$ cat config.mk
export PLATFORM = sky130hd
export DESIGN_NAME = palette_bar_pattern_byte_gen_top
export DESIGN_NICKNAME = d
export VERILOG_FILES = /design/src/rtl/pbpg_pkg.sv /design/src/rtl/pbpg_pixel.sv /design/src/rtl/palette_bar_pattern_byte_gen_top.sv
export SDC_FILE = /design/constraint.sdc
export NUM_CORES = 1
export LEC_CHECK = 0
export ABC_AREA = 1
export BUFFER_PORTS_ARGS = -buffer_cell sky130_fd_sc_hd__buf_2
export CAP_MARGIN = 10
export CORE_MARGIN = 5
export CORE_UTILIZATION = 50
export CTS_CLUSTER_DIAMETER = 30
export DETAILED_ROUTE_END_ITERATION = 16
export PLACE_DENSITY = 0.68
export REMOVE_ABC_BUFFERS = 1
export SYNTH_ARGS = -nofsm -noshare
export SYNTH_HDL_FRONTEND = slang
export SYNTH_SLANG_ARGS = --single-unit
$ cat constraint.sdc
create_clock -name clk -period 10.6 [get_ports clk]
set_input_delay 1.59 -clock clk [delete_from_list [all_inputs] [get_ports clk]]
set_output_delay 1.59 -clock clk [all_outputs]
set_load 0.02 [all_outputs]
$ cat src/rtl/pbpg_pkg.sv
// constants, types and helpers shared by the color bar pattern byte generator
`timescale 1ns / 1ps

package pbpg_pkg;

	// frame geometry
	localparam int FRAME_WIDTH   = 800;
	localparam int FRAME_HEIGHT  = 480;
	localparam int BORDER_PIXELS = 16;
	localparam int PALETTE_COUNT = 6;

	// field widths
	localparam int IDX_W  = 20;
	localparam int PIX_W  = IDX_W + 1;
	localparam int X_W    = $clog2(FRAME_WIDTH + 1);
	localparam int Y_W    = $clog2(FRAME_HEIGHT);
	localparam int CODE_W = 4;
	localparam int BAR_W  = 3;
	localparam int CFG_W  = 32;
	localparam int CFG_IDX_W = 2;

	// bytes in one frame, two pixels a byte
	localparam int FRAME_BYTES = (FRAME_WIDTH * FRAME_HEIGHT) / 2;

	// border ring leaves nothing inside
	localparam bit BORDER_FILLS = (FRAME_WIDTH <= 2 * BORDER_PIXELS) ||
		(FRAME_HEIGHT <= 2 * BORDER_PIXELS);
	localparam int INNER_W = BORDER_FILLS ? 1 : FRAME_WIDTH - 2 * BORDER_PIXELS;

	// exact reciprocal for pixel offset / FRAME_WIDTH over the whole pixel range
	localparam int RECIP_SHIFT = PIX_W + $clog2(FRAME_WIDTH);
	localparam int RECIP_W     = PIX_W + 2;
	localparam int PROD_W      = RECIP_SHIFT + PIX_W;
	localparam longint unsigned RECIP_L =
		((64'd1 << RECIP_SHIFT) + 64'(FRAME_WIDTH) - 64'd1) / 64'(FRAME_WIDTH);
	localparam logic [RECIP_W-1:0] RECIP = RECIP_W'(RECIP_L);

	// configuration register indexes
	typedef enum logic [CFG_IDX_W-1:0] {
		REG_PATTERN_MODE  = 2'd0,
		REG_PALETTE_CODES = 2'd1,
		REG_BLACK_CODE    = 2'd2,
		REG_WHITE_CODE    = 2'd3
	} reg_index_t;

	// reset values
	localparam logic [CFG_W-1:0]  PALETTE_RESET = 32'd6500113;
	localparam logic [CODE_W-1:0] BLACK_RESET   = 4'd0;
	localparam logic [CODE_W-1:0] WHITE_RESET   = 4'd1;

	// live configuration
	typedef struct packed {
		logic              white_mode;
		logic [CFG_W-1:0]  palette_codes;
		logic [CODE_W-1:0] black_code;
		logic [CODE_W-1:0] white_code;
	} cfg_t;

	// first inner offset that belongs to bar k
	function automatic int bar_threshold(input int k);
		return (k * INNER_W + PALETTE_COUNT - 1) / PALETTE_COUNT;
	endfunction

endpackage

$ cat src/rtl/pbpg_pixel.sv
// color code of one pixel from its coordinates
`timescale 1ns / 1ps

module pbpg_pixel (
	input  logic [pbpg_pkg::X_W-1:0]    x,
	input  logic [pbpg_pkg::Y_W-1:0]    y,
	input  pbpg_pkg::cfg_t              cfg,
	output logic [pbpg_pkg::CODE_W-1:0] code
);

	logic                        on_black;
	int                          xi;
	int                          yi;
	logic [pbpg_pkg::BAR_W-1:0]  bar;

	// border ring, right overhang and degenerate frames are black
	always_comb begin
		xi = int'(x);
		yi = int'(y);
		on_black = pbpg_pkg::BORDER_FILLS ||
			(xi >= pbpg_pkg::FRAME_WIDTH - pbpg_pkg::BORDER_PIXELS) ||
			(xi < pbpg_pkg::BORDER_PIXELS) ||
			(yi >= pbpg_pkg::FRAME_HEIGHT - pbpg_pkg::BORDER_PIXELS) ||
			(yi < pbpg_pkg::BORDER_PIXELS);
	end

	// bar index counts the thresholds passed, never beyond the last bar
	always_comb begin
		bar = '0;
		for (int k = 1; k < pbpg_pkg::PALETTE_COUNT; k++) begin
			if (xi - pbpg_pkg::BORDER_PIXELS >= pbpg_pkg::bar_threshold(k)) begin
				bar = bar + 3'd1;
			end
		end
	end

	assign code = on_black ? cfg.black_code : cfg.palette_codes[{bar, 2'b00} +: 4];

endmodule

$ cat src/rtl/palette_bar_pattern_byte_gen_top.sv
// top level of the color bar pattern byte generator
`timescale 1ns / 1ps

// Color bar test pattern source, one frame byte per word.
// Input stream: byte_index in s_axis_tdata, end-of-burst mark in s_axis_tlast.
// Output stream: pixel byte in m_axis_tdata (left pixel in the high nibble),
// in-frame flag in m_axis_tuser, burst mark echoed on m_axis_tlast.
// Each word gets exactly one result word, in order.
// Stages: input register, then reciprocal multiply for the row, column
// recovery, pixel lookup into the output register. Throughput: one word per
// cycle while m_axis_tready is high; each stage has its own ready, so bubbles
// close up and the input keeps flowing while the output register holds a
// word that is not yet taken.
// When m_axis_tready is low the output word holds and the stages behind it
// fill, after which s_axis_tready drops.
// Configuration: cfg_we/cfg_index/cfg_data write pattern mode, palette,
// black code and white code; write them only while no word is in flight.
// Reset clears all stages and loads the default colors; no clearing pass.
module palette_bar_pattern_byte_gen_top (
	input  logic                          clk,
	input  logic                          arst_n,
	input  logic                          s_axis_tvalid,
	output logic                          s_axis_tready,
	input  logic [23:0]                   s_axis_tdata,   // byte_index[19:0], zero pad
	input  logic                          s_axis_tlast,
	output logic                          m_axis_tvalid,
	input  logic                          m_axis_tready,
	output logic [7:0]                    m_axis_tdata,   // pixel_byte[7:0]
	output logic                          m_axis_tuser,   // in_frame
	output logic                          m_axis_tlast,
	input  logic                          cfg_we,
	input  logic [pbpg_pkg::CFG_IDX_W-1:0] cfg_index,
	input  logic [pbpg_pkg::CFG_W-1:0]    cfg_data
);

	pbpg_pkg::cfg_t cfg_q;

	logic valid_s1, valid_s2, valid_s3, valid_s4;
	logic rdy1, rdy2, rdy3, rdy4;

	logic [pbpg_pkg::IDX_W-1:0] idx_s1;
	logic                       last_s1;

	logic [pbpg_pkg::PIX_W-1:0] pix_s2;
	logic [pbpg_pkg::Y_W-1:0]   y_s2;
	logic                       inf_s2;
	logic                       last_s2;

	logic [pbpg_pkg::X_W-1:0]   x_s3;
	logic [pbpg_pkg::Y_W-1:0]   y_s3;
	logic                       inf_s3;
	logic                       last_s3;

	logic [7:0]                 byte_s4;
	logic                       inf_s4;
	logic                       last_s4;

	logic [pbpg_pkg::PIX_W-1:0]  pix_1;
	logic [pbpg_pkg::PROD_W-1:0] prod_1;
	logic                        inf_1;
	logic [pbpg_pkg::PIX_W-1:0]  row_base_2;
	logic [pbpg_pkg::PIX_W-1:0]  col_2;
	logic [pbpg_pkg::X_W-1:0]    x1_3;
	logic [pbpg_pkg::CODE_W-1:0] left_code;
	logic [pbpg_pkg::CODE_W-1:0] right_code;
	logic [7:0]                  byte_3;

	// configuration registers
	always_ff @(posedge clk or negedge arst_n) begin
		if (!arst_n) begin
			cfg_q.white_mode    <= 1'b0;
			cfg_q.palette_codes <= pbpg_pkg::PALETTE_RESET;
			cfg_q.black_code    <= pbpg_pkg::BLACK_RESET;
			cfg_q.white_code    <= pbpg_pkg::WHITE_RESET;
		end else if (cfg_we) begin
			unique case (pbpg_pkg::reg_index_t'(cfg_index))
				pbpg_pkg::REG_PATTERN_MODE:  cfg_q.white_mode    <= cfg_data[0];
				pbpg_pkg::REG_PALETTE_CODES: cfg_q.palette_codes <= cfg_data;
				pbpg_pkg::REG_BLACK_CODE:    cfg_q.black_code    <= cfg_data[3:0];
				pbpg_pkg::REG_WHITE_CODE:    cfg_q.white_code    <= cfg_data[3:0];
				default: ;
			endcase
		end
	end

	// per stage ready: a stage moves when empty or when the next one takes
	assign rdy4          = !valid_s4 || m_axis_tready;
	assign rdy3          = !valid_s3 || rdy4;
	assign rdy2          = !valid_s2 || rdy3;
	assign rdy1          = !valid_s1 || rdy2;
	assign s_axis_tready = rdy1;

	always_ff @(posedge clk or negedge arst_n) begin
		if (!arst_n) begin
			valid_s1 <= 1'b0;
			valid_s2 <= 1'b0;
			valid_s3 <= 1'b0;
			valid_s4 <= 1'b0;
		end else begin
			if (rdy1) valid_s1 <= s_axis_tvalid;
			if (rdy2) valid_s2 <= valid_s1;
			if (rdy3) valid_s3 <= valid_s2;
			if (rdy4) valid_s4 <= valid_s3;
		end
	end

	// stage 1 to 2: pixel offset and row by reciprocal multiply
	always_comb begin
		pix_1  = {idx_s1, 1'b0};
		prod_1 = pbpg_pkg::PROD_W'(pix_1) * pbpg_pkg::PROD_W'(pbpg_pkg::RECIP);
		inf_1  = int'(idx_s1) < pbpg_pkg::FRAME_BYTES;
	end

	// stage 2 to 3: column is offset minus row start
	always_comb begin
		row_base_2 = pbpg_pkg::PIX_W'(y_s2) * pbpg_pkg::PIX_W'(pbpg_pkg::FRAME_WIDTH);
		col_2      = pix_s2 - row_base_2;
	end

	// stage 3 to 4: the two pixel codes
	assign x1_3 = x_s3 + pbpg_pkg::X_W'(1);

	pbpg_pixel u_left (
		.x    (x_s3),
		.y    (y_s3),
		.cfg  (cfg_q),
		.code (left_code)
	);

	pbpg_pixel u_right (
		.x    (x1_3),
		.y    (y_s3),
		.cfg  (cfg_q),
		.code (right_code)
	);

	always_comb begin
		if (!inf_s3) begin
			byte_3 = 8'h00;
		end else if (cfg_q.white_mode) begin
			byte_3 = {cfg_q.white_code, cfg_q.white_code};
		end else begin
			byte_3 = {left_code, right_code};
		end
	end

	// payload registers
	always_ff @(posedge clk) begin
		if (rdy1 && s_axis_tvalid) begin
			idx_s1  <= s_axis_tdata[pbpg_pkg::IDX_W-1:0];
			last_s1 <= s_axis_tlast;
		end
		if (rdy2 && valid_s1) begin
			pix_s2  <= pix_1;
			y_s2    <= prod_1[pbpg_pkg::RECIP_SHIFT +: pbpg_pkg::Y_W];
			inf_s2  <= inf_1;
			last_s2 <= last_s1;
		end
		if (rdy3 && valid_s2) begin
			x_s3    <= col_2[pbpg_pkg::X_W-1:0];
			y_s3    <= y_s2;
			inf_s3  <= inf_s2;
			last_s3 <= last_s2;
		end
		if (rdy4 && valid_s3) begin
			byte_s4 <= byte_3;
			inf_s4  <= inf_s3;
			last_s4 <= last_s3;
		end
	end

	assign m_axis_tvalid = valid_s4;
	assign m_axis_tdata  = byte_s4;
	assign m_axis_tuser  = inf_s4;
	assign m_axis_tlast  = last_s4;

endmodule
==> summary.md <==
| Metric | Value |
|---|---|
| Clk slew on worst S/H paths | 90 ps |
| Setup Fix Bufs, Post-CTS | 0 |
| Number of hold violations in the final report | 0 |
| Netlist area before placement | 12900 µm² |
| Ys flop type | edfxtp_1 |
| First-pass DRT Iterations | 6 |
| Max_cap viols | 0 |
| Initial drt markers | 641 |
| CP max stage cell | edfxtp_1 |
| CTS tree | built |
| IO Count | 76 |
| Async SR Flop Fraction | 40.2% |
| Core Area | 25300 µm² |
| Vias | 9263 |
| Std-Cell Rows | 58 |
| WP data arrival | 6510 ps |
| Req. time, crit path | between 10000 and 15000 ps |
| Gpl congestion | 0.927 |
| Hold buffer count at cts | 0 |
| WL per Instance | 15.5 µm |
| Die Y | 170 µm |
| Skew-Pair Late Insertion Delay | 370 ps |
| Grt ovf | 0 |
| Top cell by count, worst path | fa_1 |
| Seq/Total Area, Yosys | 24.5% |
| Clock Path Buffers | 2 |
| Total die area | 29100 µm² |
| RSZ-0062 raised after global routing | no |
| Synthesis-to-finish area growth | 8.09% |
| Most common cell after layout, fill and taps aside | inv_1 |
| Htree depth | 3 |
| CTS root buffer | clkbuf_16 |
| Critical path capture point type | flop |
| Starting density of the core | 51.0% |
| Setup TNS Final | 0 ps |
| Commonest non-fill, non-tap cells in the layout | inv_1, ha_1, nand2_1 |
| EDFF count, synth | 67 |
| Share of layout cells above drive strength 1 | a little under a tenth |
| Post-synthesis cell type count | 40 |
| Total CTS buffers | 9 |
| Clock Sinks | 112 |
| Fin crit share | 60.4% |
| Status | completed |
| # nets final | 1890 |
| CP Class | reg -> reg |
| First-pass GRT wire length | approximately 47000 µm |
| Clk_skew | 22.5 ps |
| Final setup vio count | 0 |
| Vias in the first global route | 9706 |
| Post-Route WL | 28000 µm |
| Routed vias/inst | 5.13 |
| Measured slew at the worst slew-check pin | 1030 ps |
| Synth Warn # | 0 |
| Max Fclk | 156 MHz |
| CP max stage delay | 640 ps |
| ANT nets after route | 0 |
| Hpwl dp | 23200 µm |
| Launch point of the worst reg-to-reg path | idx_s1[2] |
| #FFs+latches synth | 112 |
| Antenna violations before repair | 0 |
| Syn avg cell area | 9.21 µm² |
| DR DRC count | 0 |
| Slew Viols, Final | 0 |
| Post-CTS sizing | 0 |
| Post-Synthesis Cells | between 1000 and 1500 |
| Largest net degree at the start of global routing | 65 |
| Worst Hold Launch | last_s3 |
| Ant. Diodes | 0 |
| Critical path origin | idx_s1[2] |
| CP Launch Type | flop |
| Fillers | ~2300 |
| Worst-path fanout max | 9 |
| Die width | 170 µm |
| Minimum clock period | 6400 ps |
| IO Port Bufs | 71 |
| Hold crit path type | reg -> reg |
| Worst slew margin | 31.6% |
| Gr usage total | 20.3% |
| Crit-path cells | ha_1 -> fa_1 -> inv_1 -> fa_1 -> fa_1 -> inv_1 -> fa_1 -> inv_1 -> fa_1 -> fa_1 -> inv_1 -> ha_1 -> nand2_1 -> or2_2 -> nand4_1 -> a21oi_1 -> o21bai_1 -> a21oi_1 -> o21ai_0 -> nand2_1 -> nand3b_1 -> nand2_1 |
[synthesized netlist by cell type, types with 4 or more instances]
master	number	share of area [%]
a21oi_1	84	3.3
a31oi_1	4	0.19
buf_2	4	0.16
clkbuf_1	7	0.20
dfrtp_1	33	6.4
dfstp_2	12	2.4
edfxtp_1	67	16
fa_1	147	23
ha_1	209	20
inv_1	327	9.5
nand2_1	208	6.1
nand2_2	7	0.34
nand2_4	5	0.44
nand3_1	99	3.8
nand3_2	4	0.31
nand4_1	10	0.49
nor2_1	71	2.1
nor3_1	5	0.19
o21ai_0	37	1.4
o21ai_1	4	0.16
o21bai_1	7	0.41
or2_2	5	0.24
xnor2_1	10	0.68
xor2_1	9	0.61
[per-layer routing]
layer | part of all wire (%) | GRT usage (%) | wire [µm] | vias up
met5 | 0 | 0 | 0 | -
met4 | 2.7 | 5.76 | 747 | 0
met3 | 4.7 | 2.63 | 1310 | 42
met2 | 49 | 35.7 | 13700 | 208
met1 | 43 | 26.3 | 12200 | 4428
li1 | - | - | - | 4585
[cells by family (layout without fill, tap and decap cells)]
| kind of cell | count (synthesis) | count (layout) | share of synthesized area (%) |
|---|---|---|---|
| AND/OR/NAND/NOR | 426 | 426 | 15.0 |
| adder cells (fa/ha/maj) | 356 | 356 | 43.2 |
| AO/OA/AOI/OAI | 142 | 142 | 5.82 |
| buffers and inverters | 344 | 420 | 10.2 |
| flip-flops | 112 | 112 | 24.5 |
| XOR/XNOR | 19 | 19 | 1.29 |
[worst max-delay path: cells and delay by family (launching register included)]
| kind | cells | cell delay, ps |
|---|---|---|
| flops | 1 | 640 |
| fa+ha+maj | 8 | 3660 |
| buf+inv | 4 | 180 |
| simple gates | 6 | 860 |
| compound gates | 4 | 800 |
[per-stage QoR]
stage / cell area, µm² / util, % / hold WS, ps / worst slack, ps / instances
2_1_floorplan: 12800 / - / 400 / 4920 / 1386
3_3_place_gp: 13600 / 53.9 / 400 / 4310 / 1789
3_5_place_dp: 13600 / 53.9 / 406 / 4280 / 1789
4_1_cts: 13900 / 55.1 / 420 / 4240 / 1805
5_1_grt: 13900 / 55.1 / 424 / 3880 / 1805
6_report: 13900 / 55.1 / 417 / 4200 / 1805
[registers in the layout, summed over array words and instances (netlist names), 5 cells and up]
register	cells
y_s3	5
cfg_q	41
pix_s2	9
x_s3	9
m_axis_tdata	8
y_s2	9
idx_s1	20
[worst paths after layout]
| check | end | slack, ps | depth (start not counted) |
|---|---|---|---|
| max | y_s2[8] | 4200 | 22 |
| min | m_axis_tlast | 420 | 0 |
| max reg2reg | y_s2[8] | 4200 | 22 |
| min reg2reg | m_axis_tlast | 420 | 0 |
| max in group asynchronous | valid_s1 | 8550 | 1 |
| min in group asynchronous | cfg_q[32] | 1390 | 1 |
[final cells by class]
| cell class | count | area, µm² | share of cell area, % |
|---|---|---|---|
| Clock buffer | 9 | 225 | 1.62 |
| Clock inverter | 7 | 95.1 | 0.683 |
| Inverter | 331 | 1250 | 8.96 |
| Multi-Input combinational cell | 943 | 8420 | 60.5 |
| Sequential cell | 112 | 3150 | 22.6 |
| Tap cell | 330 | 413 | 2.97 |
| Timing Repair Buffer | 73 | 370 | 2.66 |
Power is not shown: default switching activity piles up to over one toggle a cycle in this logic, so the estimate is an artifact.
